<file path="src/hdl/tnas_pkg.sv">
// Shared types, constants and frame tables for the neighbour autotile selector.
package tnas_pkg;

	// Field widths
	localparam int ID_BITS    = 16;
	localparam int COORD_BITS = 12;
	localparam int DIM_BITS   = 13;
	localparam int MODE_BITS  = 2;
	localparam int FRAME_BITS = 6;
	localparam int CFG_BITS   = 13;
	localparam int INDEX_BITS = 2;

	// Register indexes
	localparam logic [INDEX_BITS-1:0] REG_MAP_WIDTH  = 2'd0;
	localparam logic [INDEX_BITS-1:0] REG_MAP_HEIGHT = 2'd1;
	localparam logic [INDEX_BITS-1:0] REG_TILE_MODE  = 2'd2;

	// Tile modes
	localparam logic [MODE_BITS-1:0] MODE_TABLE_A = 2'd0;
	localparam logic [MODE_BITS-1:0] MODE_TABLE_B = 2'd1;
	localparam logic [MODE_BITS-1:0] MODE_BLOB    = 2'd2;

	// Reset values
	localparam logic [DIM_BITS-1:0]  WIDTH_RESET  = 13'd64;
	localparam logic [DIM_BITS-1:0]  HEIGHT_RESET = 13'd64;
	localparam logic [MODE_BITS-1:0] MODE_RESET   = MODE_BLOB;

	// Neighbour slots, ordered NW, N, NE, W, E, SW, S, SE
	localparam int NB_NW = 0;
	localparam int NB_N  = 1;
	localparam int NB_NE = 2;
	localparam int NB_W  = 3;
	localparam int NB_E  = 4;
	localparam int NB_SW = 5;
	localparam int NB_S  = 6;
	localparam int NB_SE = 7;

	typedef struct packed {
		logic [DIM_BITS-1:0]  map_width;
		logic [DIM_BITS-1:0]  map_height;
		logic [MODE_BITS-1:0] tile_mode;
	} cfg_t;

	typedef struct packed {
		logic [COORD_BITS-1:0]        tile_x;
		logic [COORD_BITS-1:0]        tile_y;
		logic [ID_BITS-1:0]           center_id;
		logic [7:0][ID_BITS-1:0]      nbr_id;
	} item_t;

	// Four-neighbour tables, mask is {N, W, S, E}
	localparam logic [FRAME_BITS-1:0] TABLE_A [16] = '{
		6'd4, 6'd4, 6'd4, 6'd0, 6'd4, 6'd4, 6'd2, 6'd1,
		6'd4, 6'd6, 6'd4, 6'd3, 6'd8, 6'd7, 6'd5, 6'd4
	};
	localparam logic [FRAME_BITS-1:0] TABLE_B [16] = '{
		6'd15, 6'd12, 6'd3,  6'd0, 6'd14, 6'd13, 6'd2, 6'd1,
		6'd11, 6'd8,  6'd7,  6'd4, 6'd10, 6'd9,  6'd6, 6'd5
	};

	// 48-frame blob table; patterns not listed give frame 0
	function automatic logic [FRAME_BITS-1:0] blob_frame(input logic [7:0] pattern);
		logic [FRAME_BITS-1:0] f;
		case (pattern)
			8'h02: f = 6'd0;
			8'h0A: f = 6'd1;
			8'h1A: f = 6'd2;
			8'h12: f = 6'd3;
			8'hDA: f = 6'd4;
			8'h1B: f = 6'd5;
			8'h1E: f = 6'd6;
			8'h7A: f = 6'd7;
			8'h0B: f = 6'd8;
			8'h5F: f = 6'd9;
			8'h1F: f = 6'd10;
			8'h16: f = 6'd11;
			8'h42: f = 6'd12;
			8'h4A: f = 6'd13;
			8'h5A: f = 6'd14;
			8'h52: f = 6'd15;
			8'h4B: f = 6'd16;
			8'h7F: f = 6'd17;
			8'hDF: f = 6'd18;
			8'h56: f = 6'd19;
			8'h6B: f = 6'd20;
			8'h7E: f = 6'd21;
			8'h80: f = 6'd22;
			8'hDE: f = 6'd23;
			8'h40: f = 6'd24;
			8'h48: f = 6'd25;
			8'h58: f = 6'd26;
			8'h50: f = 6'd27;
			8'h6A: f = 6'd28;
			8'hFB: f = 6'd29;
			8'hFE: f = 6'd30;
			8'hD2: f = 6'd31;
			8'h7B: f = 6'd32;
			8'hFF: f = 6'd33;
			8'hDB: f = 6'd34;
			8'hD6: f = 6'd35;
			8'h00: f = 6'd36;
			8'h08: f = 6'd37;
			8'h18: f = 6'd38;
			8'h10: f = 6'd39;
			8'h5E: f = 6'd40;
			8'h78: f = 6'd41;
			8'hD8: f = 6'd42;
			8'h5B: f = 6'd43;
			8'h68: f = 6'd44;
			8'hF8: f = 6'd45;
			8'hFA: f = 6'd46;
			8'hD0: f = 6'd47;
			default: f = 6'd0;
		endcase
		return f;
	endfunction

endpackage

</file>
<file path="src/hdl/tnas_classify.sv">
// Combinational frame classifier: neighbour matching, edge gating and table lookup.
module tnas_classify
	import tnas_pkg::*;
(
	input  cfg_t                  cfg,
	input  item_t                 item,
	output logic [FRAME_BITS-1:0] frame_index
);

	logic [DIM_BITS-1:0] x_ext, y_ext, x_inc, y_inc;
	logic                col_lo_ok, col_mid_ok, col_hi_ok;
	logic                row_lo_ok, row_mid_ok, row_hi_ok;
	logic                h_inner, v_inner;
	logic [7:0]          eq;
	logic [7:0]          col_ok, row_ok;
	logic [7:0]          raw_m, blob_m;
	logic [3:0]          quad_m;

	// Compare every neighbour against the tile's own id
	always_comb begin
		for (int i = 0; i < 8; i++) begin
			eq[i] = (item.nbr_id[i] == item.center_id);
		end
	end

	// Column and row checks against the map size
	assign x_ext = {1'b0, item.tile_x};
	assign y_ext = {1'b0, item.tile_y};
	assign x_inc = x_ext + 13'd1;
	assign y_inc = y_ext + 13'd1;

	assign col_lo_ok  = (item.tile_x != '0) && (x_ext <= cfg.map_width);
	assign col_mid_ok = (x_ext < cfg.map_width);
	assign col_hi_ok  = (x_inc < cfg.map_width);
	assign row_lo_ok  = (item.tile_y != '0) && (y_ext <= cfg.map_height);
	assign row_mid_ok = (y_ext < cfg.map_height);
	assign row_hi_ok  = (y_inc < cfg.map_height);

	// Strictly inside the map on that axis (edge tiles never join in four-neighbour modes)
	assign h_inner = (item.tile_x != '0) && col_hi_ok;
	assign v_inner = (item.tile_y != '0) && row_hi_ok;

	assign col_ok = {col_lo_ok, col_mid_ok, col_hi_ok, col_lo_ok,
	                 col_hi_ok, col_lo_ok, col_mid_ok, col_hi_ok};
	assign row_ok = {row_lo_ok, row_lo_ok, row_lo_ok, row_mid_ok,
	                 row_mid_ok, row_hi_ok, row_hi_ok, row_hi_ok};

	// Build the eight-neighbour byte, NW in bit 7 down to SE in bit 0
	always_comb begin
		for (int i = 0; i < 8; i++) begin
			raw_m[7-i] = eq[i] && col_ok[7-i] && row_ok[7-i];
		end
	end

	// Drop a corner unless both adjoining edges match
	always_comb begin
		blob_m    = raw_m;
		blob_m[7] = raw_m[7] & raw_m[6] & raw_m[4];
		blob_m[5] = raw_m[5] & raw_m[6] & raw_m[3];
		blob_m[2] = raw_m[2] & raw_m[4] & raw_m[1];
		blob_m[0] = raw_m[0] & raw_m[1] & raw_m[3];
	end

	// Four-neighbour mask: N bit 3, W bit 2, S bit 1, E bit 0
	assign quad_m = {v_inner & eq[NB_N], h_inner & eq[NB_W],
	                 v_inner & eq[NB_S], h_inner & eq[NB_E]};

	// Select the active table
	always_comb begin
		case (cfg.tile_mode)
			MODE_TABLE_A: frame_index = TABLE_A[quad_m];
			MODE_TABLE_B: frame_index = TABLE_B[quad_m];
			MODE_BLOB:    frame_index = blob_frame(blob_m);
			default:      frame_index = '0;
		endcase
	end

endmodule

</file>
<file path="src/hdl/tile_neighbour_autotile_select_top.sv">
// Top level of the neighbour autotile selector: registers, handshake and pipeline.
//
//  channel  direction  handshake              payload
//  in       input      in_valid / in_stall    tile_x, tile_y, center_id, eight neighbour ids
//  out      output     out_valid / out_stall  frame_index
//  cfg      input      cfg_we                 cfg_index, cfg_data
//
// One item per cycle sustained while out_stall is low; each item passes the input register,
// then the classifier logic into the result register.
// Reset clears both valid flags and loads width 64, height 64, eight-neighbour mode.
// A stall on the output holds the result register; the input register keeps
// accepting until it too is full, so in_stall rises only once it holds an item as well.
module tile_neighbour_autotile_select_top
	import tnas_pkg::*;
(
	input  logic                  clk,
	input  logic                  arst_n,

	input  logic                  cfg_we,
	input  logic [INDEX_BITS-1:0] cfg_index,
	input  logic [CFG_BITS-1:0]   cfg_data,

	input  logic                  in_valid,
	output logic                  in_stall,
	input  logic [COORD_BITS-1:0] tile_x,
	input  logic [COORD_BITS-1:0] tile_y,
	input  logic [ID_BITS-1:0]    center_id,
	input  logic [ID_BITS-1:0]    northwest_id,
	input  logic [ID_BITS-1:0]    north_id,
	input  logic [ID_BITS-1:0]    northeast_id,
	input  logic [ID_BITS-1:0]    west_id,
	input  logic [ID_BITS-1:0]    east_id,
	input  logic [ID_BITS-1:0]    southwest_id,
	input  logic [ID_BITS-1:0]    south_id,
	input  logic [ID_BITS-1:0]    southeast_id,

	output logic                  out_valid,
	input  logic                  out_stall,
	output logic [FRAME_BITS-1:0] frame_index
);

	cfg_t                  cfg_q;
	item_t                 item_s1;
	logic                  valid_s1;
	logic                  valid_s2;
	logic [FRAME_BITS-1:0] frame_s2;
	logic [FRAME_BITS-1:0] frame_next;
	logic                  adv_s2;
	logic                  adv_s1;

	// Configuration registers
	always_ff @(posedge clk or negedge arst_n) begin
		if (!arst_n) begin
			cfg_q.map_width  <= WIDTH_RESET;
			cfg_q.map_height <= HEIGHT_RESET;
			cfg_q.tile_mode  <= MODE_RESET;
		end else if (cfg_we) begin
			case (cfg_index)
				REG_MAP_WIDTH:  cfg_q.map_width  <= cfg_data;
				REG_MAP_HEIGHT: cfg_q.map_height <= cfg_data;
				REG_TILE_MODE:  cfg_q.tile_mode  <= cfg_data[MODE_BITS-1:0];
				default: ;
			endcase
		end
	end

	// Pipeline flow: result stage moves when empty or drained, input stage when empty or it can pass on
	assign adv_s2   = !valid_s2 || !out_stall;
	assign adv_s1   = !valid_s1 || adv_s2;
	assign in_stall = !adv_s1;

	// Input register
	always_ff @(posedge clk or negedge arst_n) begin
		if (!arst_n) begin
			valid_s1 <= 1'b0;
		end else if (adv_s1) begin
			valid_s1 <= in_valid;
		end
	end

	always_ff @(posedge clk) begin
		if (adv_s1 && in_valid) begin
			item_s1.tile_x            <= tile_x;
			item_s1.tile_y            <= tile_y;
			item_s1.center_id         <= center_id;
			item_s1.nbr_id[NB_NW]     <= northwest_id;
			item_s1.nbr_id[NB_N]      <= north_id;
			item_s1.nbr_id[NB_NE]     <= northeast_id;
			item_s1.nbr_id[NB_W]      <= west_id;
			item_s1.nbr_id[NB_E]      <= east_id;
			item_s1.nbr_id[NB_SW]     <= southwest_id;
			item_s1.nbr_id[NB_S]      <= south_id;
			item_s1.nbr_id[NB_SE]     <= southeast_id;
		end
	end

	tnas_classify u_classify (
		.cfg         (cfg_q),
		.item        (item_s1),
		.frame_index (frame_next)
	);

	// Result register
	always_ff @(posedge clk or negedge arst_n) begin
		if (!arst_n) begin
			valid_s2 <= 1'b0;
		end else if (adv_s2) begin
			valid_s2 <= valid_s1;
		end
	end

	always_ff @(posedge clk) begin
		if (adv_s2 && valid_s1) begin
			frame_s2 <= frame_next;
		end
	end

	assign out_valid   = valid_s2;
	assign frame_index = frame_s2;

endmodule

</file>
<file path="config.mk">
export PLATFORM = sky130hd
export DESIGN_NAME = tile_neighbour_autotile_select_top
export DESIGN_NICKNAME = d
export VERILOG_FILES = /design/src/hdl/tnas_pkg.sv /design/src/hdl/tnas_classify.sv /design/src/hdl/tile_neighbour_autotile_select_top.sv
export SDC_FILE = /design/constraint.sdc
export NUM_CORES = 1
export LEC_CHECK = 0
export ABC_AREA = 1
export BUFFER_PORTS_ARGS = -buffer_cell sky130_fd_sc_hd__buf_2
export CAP_MARGIN = 40
export CORE_UTILIZATION = 47
export DETAILED_ROUTE_END_ITERATION = 10
export PLACE_DENSITY = 0.7
export REMOVE_ABC_BUFFERS = 1
export SYNTH_ARGS = -nofsm -noshare
export SYNTH_HDL_FRONTEND = slang
export SYNTH_SLANG_ARGS = --single-unit
</file>
<file path="constraint.sdc">
create_clock -name clk -period 5.7 [get_ports clk]
set_input_delay 0.57 -clock clk [delete_from_list [all_inputs] [get_ports clk]]
set_output_delay 0.57 -clock clk [all_outputs]
set_load 0.1 [all_outputs]
</file>
==> results.py, run 1 <==
metrics = {
    "outcome": {
        "status": "completed",
    },
    "clock_network": {
        "cts-hold-fix-buffers": 0,
        "cts_tree": "yes",
        "clock_tree.htree_level_count": 1,
        "root_buffer_master": "clkbuf_16",
        "number_of_gates_resized_after_cts": 0,
        "clock_latency_ns": 0.54,
        "cts-root-to-sink-buffers": 3,
        "clk_pin_slew_worst_paths_ns": 0.06,
        "num_cts_buffers": 23,
        "post_cts_buffers": 0,
        "clock_sink_count": 204,
    },
    "global_routing": {
        "antenna_found_initial": 0,
        "groute.usage.overall_pct": 22.51,
        "grt_overflow": 0,
        "first_pass_grt_wire_length_um": 45360,
        "grt_start_max_net_pins": 79,
        "first_global_vias": 9059,
    },
    "sta": {
        "finalWorstSetupSlack_ns": 1.690,
        "fmaxAchievable_mhz": 249.4,
        "finClkSkew_ns": 0.02858,
        "finalHoldViolations": 0,
        "final_period_minus_worst_setup_slack_ns": 4.010,
        "finalCritPeriodShare_pct": 70.35,
        "final-max-slew-violation-count": 0,
        "worstMarginPinSlew_ns": 0.8167,
        "slew-limit-headroom_pct": 45.40,
        "unrepaired_setup_endpoints_after_global_routing": "no",
        "holdWs_ns": 0.09930,
        "totalNegativeSetupSlack_ns": 0,
        "setup-violations-final": 0,
    },
    "drt": {
        "finalWirelength_um": 28720,
        "wl_per_cell_um": 15.14,
        "detailroute.via_count": 9376,
        "drt_pre_antenna_iters": 5,
        "drc": 0,
        "via_per_inst": 4.943,
        "final_antenna_violating_net_count": 0,
        "dr.first_iter.drc_count": 601,
    },
    "cells_and_area": {
        "finalNetCount": 1807,
        "finish.utilization_pct": 56.42,
        "flow.area_growth_from_synthesis_pct": 16.26,
        "n_fill_cell": 2213,
        "diodes": 0,
        "multiInputGateArea_mm2": 0.004975,
        "seqCellArea_mm2": 0.005979,
        "fraction_of_final_layout_cells_sized_beyond_drive_strength_1_pct": 19.33,
    },
    "placement": {
        "gp_congestion": 0.9692,
        "place_worst_setup_slack_ns": 1.751,
        "io_buffers": 195,
        "place_hpwl_um": 22370,
    },
    "logic_synthesis": {
        "synth_area_leaders": "edfxtp_1, nand2_1, ha_1",
        "synth_top_cell_area_share_pct": 43.76,
        "yosysWarnings": 0,
        "synthDominantAreaCellType": "edfxtp_1",
        "synth_area_mm2": 0.01194,
        "synth.avg_cell_area_um2": 8.792,
        "post_synth_inst_count": 1358,
        "synth_sequential_area_ratio_pct": 50.08,
        "synthDistinctLibCells": 43,
        "synth-seq-cells": 204,
    },
    "floorplan": {
        "fp.dieW_um": 161.4,
        "start_util_pct": 48.52,
        "floorplan.io_pins": 196,
        "num_rows": 57,
        "die_height_um": 161.4,
        "fp.dieArea_mm2": 0.02604,
        "design.core.area_mm2": 0.02460,
    },
    "hold_path": {
        "min_path_type": "in -> async",
    },
    "worst_setup_path": {
        "r2r_slack_ns": 1.69,
        "critPathCaptureType": "flop",
        "required_ns": 5.96,
        "cp.arrival_ns": 4.27,
        "timing.setup.critical_path_class": "reg -> reg",
        "worst_setup_path_start_kind": "flop",
        "critPathMaxFanout": 5,
    },
    "job": {
        "maxCapViolCount": 0,
    },
    "pwr": {
        "power_per_unit_of_standard_cell_area_mw_per_mm2": 290.5,
        "power.leakage_nw": 6.629,
        "peakVddDrop_v": 0.0002633,
    },
}
==> cells in the final DEF, fill, tap and decap left out, drive strengths merged, types with 27 or more instances in the layout <==
| cell type | Yosys | layout |
|---|---|---|
| nor2 | 188 | 188 |
| edfxtp | 174 | 174 |
| dfrtp | 27 | 27 |
| xor2 | 36 | 36 |
| inv | 211 | 212 |
| buf | 16 | 197 |
| nand3 | 57 | 57 |
| o21ai | 45 | 45 |
| xnor2 | 48 | 48 |
| ha | 59 | 59 |
| clkbuf | 4 | 30 |
| nand2 | 413 | 413 |
==> synth_stat cells (all sizes together) <==
cell type	n
a211o	1
a21boi	1
a21o	1
a21oi	21
a22oi	1
a31oi	3
and2	3
buf	16
clkbuf	4
dfrtp	27
dfstp	3
edfxtp	174
ha	59
inv	211
nand2	413
nand3	57
nand3b	2
nand4	20
nor2	188
nor3	11
nor4	3
o211ai	1
o21ai	45
o21bai	1
or2	8
xnor2	48
xor2	36
==> logic make-up (layout without fill, tap and decap cells) <==
kind of cell    count (synthesis)  count (layout)  share of synthesized area (%)
buf+inv                       231             446                          8.248
simple gates                  705             705                          25.98
compound gates                 75              75                          3.343
fa+ha+maj                      59              59                          6.183
flops                         204             204                          50.08
xor+xnor                       84              84                          6.162
==> registers in the layout, summed over array words and instances, names as in the netlist <==
| signal | count |
|---|---|
| valid_s1 | 1 |
| frame_index | 6 |
| item_s1 | 168 |
| cfg_q | 28 |
| out_valid | 1 |
==> path summary, 6_finish.rpt <==
check | start | cells past startpoint | endpoint
min reg2reg | valid_s1$_DFFE_PN0N_ | 2 | out_valid$_DFFE_PN0P_
min in group clk | west_id[4] | 1 | item_s1[52]$_DFFE_PP_
max | item_s1[156]$_DFFE_PP_ | 22 | frame_index[0]$_DFFE_PP_
max reg2reg | item_s1[156]$_DFFE_PP_ | 22 | frame_index[0]$_DFFE_PP_
max in group asynchronous | arst_n | 1 | out_valid$_DFFE_PN0P_
min | arst_n | 1 | cfg_q[13]$_DFFE_PN0P_
==> per-layer routing <==
metal	wire length (µm)	up-vias	GRT usage, %
li1	-	4725	-
met1	12060	4242	28.16
met2	13690	343	39.34
met3	2000	66	3.878
met4	957	0	7.504
met5	0	-	0
==> worst max-delay path, stage by stage, from the launching register on <==
cell and delay [ns]:
edfxtp_1 0.38, ha_1 0.21, nand3_1 0.14, nor2_1 0.12
nand2_1 0.08, nor2_1 0.10, nand2_1 0.10, or2_2 0.30
o21ai_0 0.09, inv_1 0.06, ha_1 0.28, nand2_1 0.06
inv_1 0.03, o21ai_1 0.14, nand3_1 0.09, nor2_1 0.19
nand2_1 0.14, nor2_1 0.28, inv_1 0.15, ha_1 0.31
a211o_1 0.26, a31oi_1 0.14, nand2_1 0.07
==> through the flow <==
stage,std cells,total power [W],cell area [µm²]
final,1897,0.004033,13880
after global placement,1859,0.002581,13150
after floorplan,1338,0.002380,11750
after detailed placement,1859,0.002603,13150
after global routing,1897,0.004223,13880
after CTS,1897,0.004071,13880
==> where the power goes <==
part	leakage (nW)	switching, W	internal, W
combinational	4.23	0.000438	0.000250
sequential	2.04	0.000105	0.00178
clock	0.352	0.000584	0.000877
total	6.63	0.00113	0.00291
==> cell type report <==
| class | count | area share, % |
|---|---|---|
| sequential | 204 | 43.08 |
| tap | 324 | 2.921 |
| multi-input combinational | 923 | 35.84 |
| clock inverter | 8 | 0.9104 |
| clock buffer | 30 | 4.336 |
| timing repair buffer | 197 | 7.139 |
| inverter | 211 | 5.778 |
No activity file was read; power rests on OpenSTA's default activity.
==> inputs of run 2 (changes only) <==
==> constraint.sdc (replaced) <==
create_clock -name clk -period 3.7 [get_ports clk]
set_input_delay 0.37 -clock clk [delete_from_list [all_inputs] [get_ports clk]]
set_output_delay 0.37 -clock clk [all_outputs]
set_load 0.1 [all_outputs]
==> results.py, run 2 (synthesized netlist as in run 1, its figures left out) <==
metrics = {
    "sta": {
        "finalWorstSetupSlack_ns": 0.02482,
        "finalCritPeriodShare_pct": 99.33,
        "finClkSkew_ns": 0.03218,
        "slew-limit-headroom_pct": 43.97,
        "unrepaired_setup_endpoints_after_global_routing": "yes",
        "final-max-slew-violation-count": 0,
        "final_period_minus_worst_setup_slack_ns": 3.675,
        "worstMarginPinSlew_ns": 0.8380,
        "fmaxAchievable_mhz": 272.1,
        "setup-violations-final": 0,
        "finalHoldViolations": 0,
    },
    "pwr": {
        "seq_power_share_pct": 45.8,
        "peakVddDrop_v": 0.0004167,
        "power_switching_w": 0.001825,
        "p_comb_share_pct": 19.1,
        "cell_internal_power_w": 0.004500,
        "power.switching_fraction_pct": 28.85,
        "power.clock.fraction_pct": 35.1,
        "power.leakage_nw": 7.177,
        "total_design_power_w": 0.006325,
        "power_per_unit_of_standard_cell_area_mw_per_mm2": 417.7,
    },
    "floorplan": {
        "floorplan.io_pins": 196,
        "num_rows": 57,
        "fp.dieW_um": 161.4,
        "design.core.area_mm2": 0.02460,
        "start_util_pct": 48.52,
        "fp.dieArea_mm2": 0.02604,
        "die_height_um": 161.4,
    },
    "worst_setup_path": {
        "crit_slowest_cell": "edfxtp_1",
        "critPathMaxFanout": 4,
        "worst-path-buf-inv": 2,
        "slowest_delay_ns": 0.35,
        "critPathTopFamily": "simple AND/OR/NAND/NOR gates",
        "cp.arrival_ns": 3.94,
        "worstPathCellList": "ha_2 > nand3_2 > nor2_2 > nand2_2 > nor2_2 > nand2_2 > or2_4 > nor2_1 > ha_1 > nand2_2 > nor2_2 > buf_4 > nand2_1 > nand3_1 > nor2_4 > nand2_2 > nor2_2 > inv_1 > ha_1 > a211o_1 > a31oi_1 > nand2_1",
        "critPathCaptureType": "flop",
        "required_ns": 3.96,
        "timing.setup.critical_path_class": "reg -> reg",
        "worst_setup_path_start_kind": "flop",
    },
    "cells_and_area": {
        "largest_register_ffs": 168,
        "finalNetCount": 1916,
        "n_fill_cell": 2095,
        "finish.utilization_pct": 61.53,
        "max_flop_register": "item_s1",
        "most_frequent_cells_in_the_layout": "nand2_1, buf_2, inv_1",
        "fraction_of_final_layout_cells_sized_beyond_drive_strength_1_pct": 23.19,
        "flow.area_growth_from_synthesis_pct": 26.81,
        "mostFrequentLayoutCell": "nand2_1",
    },
    "drt": {
        "detailroute.via_count": 9725,
        "final_antenna_violating_net_count": 0,
        "drc": 0,
        "wl_per_cell_um": 15.43,
        "dr.first_iter.drc_count": 496,
        "via_per_inst": 4.836,
        "finalWirelength_um": 31030,
        "drt_pre_antenna_iters": 5,
    },
    "placement": {
        "gp_congestion": 0.9144,
        "place_worst_setup_slack_ns": -0.01006,
        "place_hpwl_um": 22490,
        "io_buffers": 195,
    },
    "job": {
        "maxCapViolCount": 0,
    },
    "global_routing": {
        "grt_overflow": 0,
        "antenna_found_initial": 1,
        "first_pass_grt_wire_length_um": 48560,
        "first_global_vias": 9807,
        "groute.usage.overall_pct": 23.88,
        "grt_start_max_net_pins": 79,
    },
    "clock_network": {
        "clock_latency_ns": 0.54,
        "cts-root-to-sink-buffers": 3,
        "num_cts_buffers": 23,
        "clk_pin_slew_worst_paths_ns": 0.06,
        "clock_sink_count": 204,
        "root_buffer_master": "clkbuf_16",
        "cts_tree": "yes",
        "clock_tree.htree_level_count": 1,
    },
    "hold_path": {
        "min_path_type": "in -> reg",
    },
    "outcome": {
        "status": "completed",
    },
}
## run 2: layout make-up
class / instances / area [µm²] / area share, %
Sequential cell: 204 / 5979 / 39.50
Multi-Input combinational cell: 923 / 5199 / 34.34
Timing Repair Buffer: 306 / 2019 / 13.34
Inverter: 211 / 804.5 / 5.314
Clock buffer: 26 / 586.8 / 3.876
Tap cell: 324 / 405.4 / 2.678
Clock inverter: 16 / 142.6 / 0.9422
Antenna cell: 1 / 2.502 / 0.01653
## run 2: power by group through the flow
stage               clock network (W)  logic (W)  registers (W)
floorplan                           0   0.000677        0.00299
CTS                           0.00225    0.00116        0.00290
detailed placement                  0    0.00109        0.00294
global route                  0.00234    0.00136        0.00292
finish                        0.00222    0.00121        0.00290
global placement                    0    0.00106        0.00294
## run 2: worst paths after layout
path / slack, ns / start / cells after the start / endpoint
max: 0.02 / item_s1[157]$_DFFE_PP_ / 22 / frame_index[0]$_DFFE_PP_
min in group asynchronous: 0.45 / arst_n / 2 / cfg_q[10]$_DFFE_PN0P_
max in group asynchronous: 2.79 / arst_n / 2 / out_valid$_DFFE_PN0P_
min: 0.01 / northeast_id[10] / 1 / item_s1[42]$_DFFE_PP_
max reg2reg: 0.02 / item_s1[157]$_DFFE_PP_ / 22 / frame_index[0]$_DFFE_PP_
min reg2reg: 0.47 / valid_s1$_DFFE_PN0N_ / 2 / out_valid$_DFFE_PN0P_
## run 2: through the flow
| step | setup TNS [ns] | cell area (µm²) | hold WS (ns) | cells |
|---|---|---|---|---|
| after floorplan | -297.57 | 11750 | 0.07441 | 1338 |
| after global placement | 0 | 13430 | 0.4414 | 1892 |
| after detailed placement | -0.01006 | 13430 | 0.4584 | 1892 |
| after CTS | 0 | 14840 | 0.0001764 | 2001 |
| after global routing | -1.017 | 15140 | 0.0003174 | 2011 |
| final | 0 | 15140 | 0.01370 | 2011 |
## run 2: repair_timing
action | CTS | global route
hold buffers | 67 | 4
setup endpoints to repair | 4 | 6
gates resized for setup | 3 | 62
buffers inserted | 0 | 5
pin swaps | 4 | 33
endpoints found under the hold margin | 93 | 4
## run 2: layer usage
metal | routed length (µm) | part of all wire [%] | up-vias | track usage, %
met4 | 842 | 2.7 | 0 | 7.075
met1 | 13230 | 43 | 4472 | 29.78
met2 | 15400 | 50 | 259 | 42.42
li1 | - | - | 4941 | -
met5 | 0 | 0 | - | 0
met3 | 1568 | 5.1 | 53 | 3.878
==> inputs of run 3 (changes only) <==
--- a/config.mk
+++ b/config.mk
@@ -8,9 +8,10 @@
 export ABC_AREA = 1
 export BUFFER_PORTS_ARGS = -buffer_cell sky130_fd_sc_hd__buf_2
 export CAP_MARGIN = 40
-export CORE_UTILIZATION = 47
+export CORE_MARGIN = 2
+export CORE_UTILIZATION = 55
 export DETAILED_ROUTE_END_ITERATION = 10
-export PLACE_DENSITY = 0.7
+export PLACE_DENSITY = 0.8
 export REMOVE_ABC_BUFFERS = 1
 export SYNTH_ARGS = -nofsm -noshare
 export SYNTH_HDL_FRONTEND = slang
==> results.py, run 3 (synthesized netlist as in run 1, its figures left out) <==
metrics = {
    "outcome": {
        "status": "complete, but fails checks",
        "violations": "DRC",
    },
    "cells_and_area": {
        "most_frequent_cells_in_the_layout": "nand2_1, buf_2, inv_1",
        "mostFrequentLayoutCell": "nand2_1",
        "flow.area_growth_from_synthesis_pct": 21.37,
        "multiInputGateArea_mm2": 0.005281,
        "finish.instance_area_mm2": 0.01449,
        "largest_register_ffs": 168,
        "finalNetCount": 1849,
        "n_fill_cell": 1632,
        "final_cells": 1895,
        "max_flop_register": "item_s1",
        "fraction_of_final_layout_cells_sized_beyond_drive_strength_1_pct": 25.03,
        "seqCellArea_mm2": 0.005979,
    },
    "drt": {
        "final_antenna_violating_net_count": 0,
        "drc": 1,
        "finalWirelength_um": 29580,
        "dr.first_iter.drc_count": 578,
        "via_per_inst": 5.068,
        "wl_per_cell_um": 15.61,
        "drt_pre_antenna_iters": 9,
        "detailroute.via_count": 9604,
    },
    "pwr": {
        "total_design_power_w": 0.006250,
        "peakVddDrop_v": 0.0004046,
        "power_per_unit_of_standard_cell_area_mw_per_mm2": 431.3,
        "power.leakage_nw": 6.942,
    },
    "worst_setup_path": {
        "slowest_delay_ns": 0.39,
        "critPathCaptureType": "flop",
        "crit_slowest_cell": "edfxtp_1",
        "critPathTopFamily": "simple AND/OR/NAND/NOR gates",
        "timing.setup.critical_path_class": "reg -> reg",
        "worst_setup_path_start_kind": "flop",
        "critPathMaxFanout": 4,
        "timing.critical_path.mode_cell": "nand2_1",
        "worst-path-buf-inv": 4,
        "required_ns": 3.97,
        "cp.arrival_ns": 3.96,
    },
    "sta": {
        "finalHoldViolations": 0,
        "final_period_minus_worst_setup_slack_ns": 3.687,
        "finClkSkew_ns": 0.01040,
        "slew-limit-headroom_pct": 43.12,
        "setup-violations-final": 0,
        "fmaxAchievable_mhz": 271.2,
        "unrepaired_setup_endpoints_after_global_routing": "yes",
        "final-max-slew-violation-count": 0,
        "finalWorstSetupSlack_ns": 0.01265,
        "totalNegativeSetupSlack_ns": 0,
        "worstMarginPinSlew_ns": 0.8508,
        "finalCritPeriodShare_pct": 99.66,
    },
    "floorplan": {
        "num_rows": 53,
        "die_height_um": 151.3,
        "fp.dieArea_mm2": 0.02290,
        "fp.dieW_um": 151.3,
        "floorplan.io_pins": 196,
        "start_util_pct": 56.44,
        "design.core.area_mm2": 0.02115,
    },
    "placement": {
        "placed_cells": 1832,
        "place_worst_setup_slack_ns": 0.01684,
        "io_buffers": 195,
        "gp_congestion": 0.8946,
        "place_hpwl_um": 22250,
        "dpl_cell_area_mm2": 0.01327,
    },
    "global_routing": {
        "antenna_found_initial": 2,
        "grt_start_max_net_pins": 62,
        "groute.usage.overall_pct": 25.50,
        "first_global_vias": 9021,
        "grt_overflow": 0,
        "first_pass_grt_wire_length_um": 45160,
    },
    "clock_network": {
        "clock_latency_ns": 0.53,
        "root_buffer_master": "clkbuf_16",
        "clk_pin_slew_worst_paths_ns": 0.06,
        "cts-root-to-sink-buffers": 3,
        "clock_tree.htree_level_count": 1,
        "num_cts_buffers": 23,
        "clock_sink_count": 204,
        "cts_tree": "yes",
    },
    "hold_path": {
        "min_path_type": "in -> reg",
    },
    "job": {
        "maxCapViolCount": 0,
    },
}
## run 3: cell count changes in the layout (fill, tap and decap cells not counted), moves of 3 or more
cell / delta
buf_6: +4
clkbuf_1: +3
dlygate4sd3_1: -70
nand2_1: -6
nand2_2: +5
nand3_1: -4
nor2_2: -3
o21ai_0: -3
o21ai_1: +4
## run 3: area by class of cell
cell class / count / share of cell area [%]
Clock inverter: 12 / 0.8549
Clock buffer: 29 / 4.127
Sequential cell: 204 / 41.27
Timing Repair Buffer: 239 / 9.360
Antenna cell: 2 / 0.03454
Multi-Input combinational cell: 923 / 36.45
Inverter: 211 / 5.535
Tap cell: 275 / 2.375
## run 3: metal layers
layer / global-route usage [%] / up-vias / share of wire [%]
li1: - / 4803 / -
met1: 33.23 / 4396 / 41
met2: 45.63 / 357 / 50
met3: 2.681 / 48 / 6.1
met4: 6.215 / 0 / 2.6
met5: 0 / - / 0
## run 3: final timing paths
check / cells past startpoint / start / slack (ns) / to
worst max-delay path: 29 / item_s1[156]$_DFFE_PP_ / 0.01 / frame_index[1]$_DFFE_PP_
worst min-delay path: 1 / southeast_id[8] / 0.02 / item_s1[120]$_DFFE_PP_
worst max register to register: 29 / item_s1[156]$_DFFE_PP_ / 0.01 / frame_index[1]$_DFFE_PP_
worst min register to register: 2 / valid_s1$_DFFE_PN0N_ / 0.47 / out_valid$_DFFE_PN0P_
max in group asynchronous: 2 / arst_n / 2.81 / cfg_q[3]$_DFFE_PN0P_
min in group asynchronous: 2 / arst_n / 0.44 / valid_s1$_DFFE_PN0N_
## run 3: timing repair
| action | 4_1_cts | 5_1_grt |
|---|---|---|
| pin swaps | 0 | 52 |
| hold buffers | 1 | 0 |
| setup endpoints to repair | 4 | 6 |
| resized for setup | 3 | 84 |
| buffers inserted | 0 | 19 |
| hold endpoints to repair | 27 | 0 |
## run 3: per-stage QoR
step           hold slack (ns)  util, %
4_1_cts              0.0009731    66.24
5_1_grt               0.002771    68.50
3_5_place_dp            0.4429    62.73
3_3_place_gp            0.4394    62.73
6_report               0.01597    68.50
2_1_floorplan          0.07441        -
## run 3: power breakdown
group	total, W	internal [W]	switching (W)
Combinational	0.00115	0.000429	0.000716
Sequential	0.00291	0.00274	0.000166
Clock	0.00220	0.00129	0.000911
## run 3: worst reg2reg max path: cells and delay by family (launching register included)
| kind | cells | cell delay, ns |
|---|---|---|
| flip-flops | 1 | 0.39 |
| AND/OR/NAND/NOR | 21 | 2.05 |
| adder cells (fa/ha/maj) | 2 | 0.43 |
| AO/OA/AOI/OAI | 2 | 0.24 |
| buffers and inverters | 4 | 0.34 |
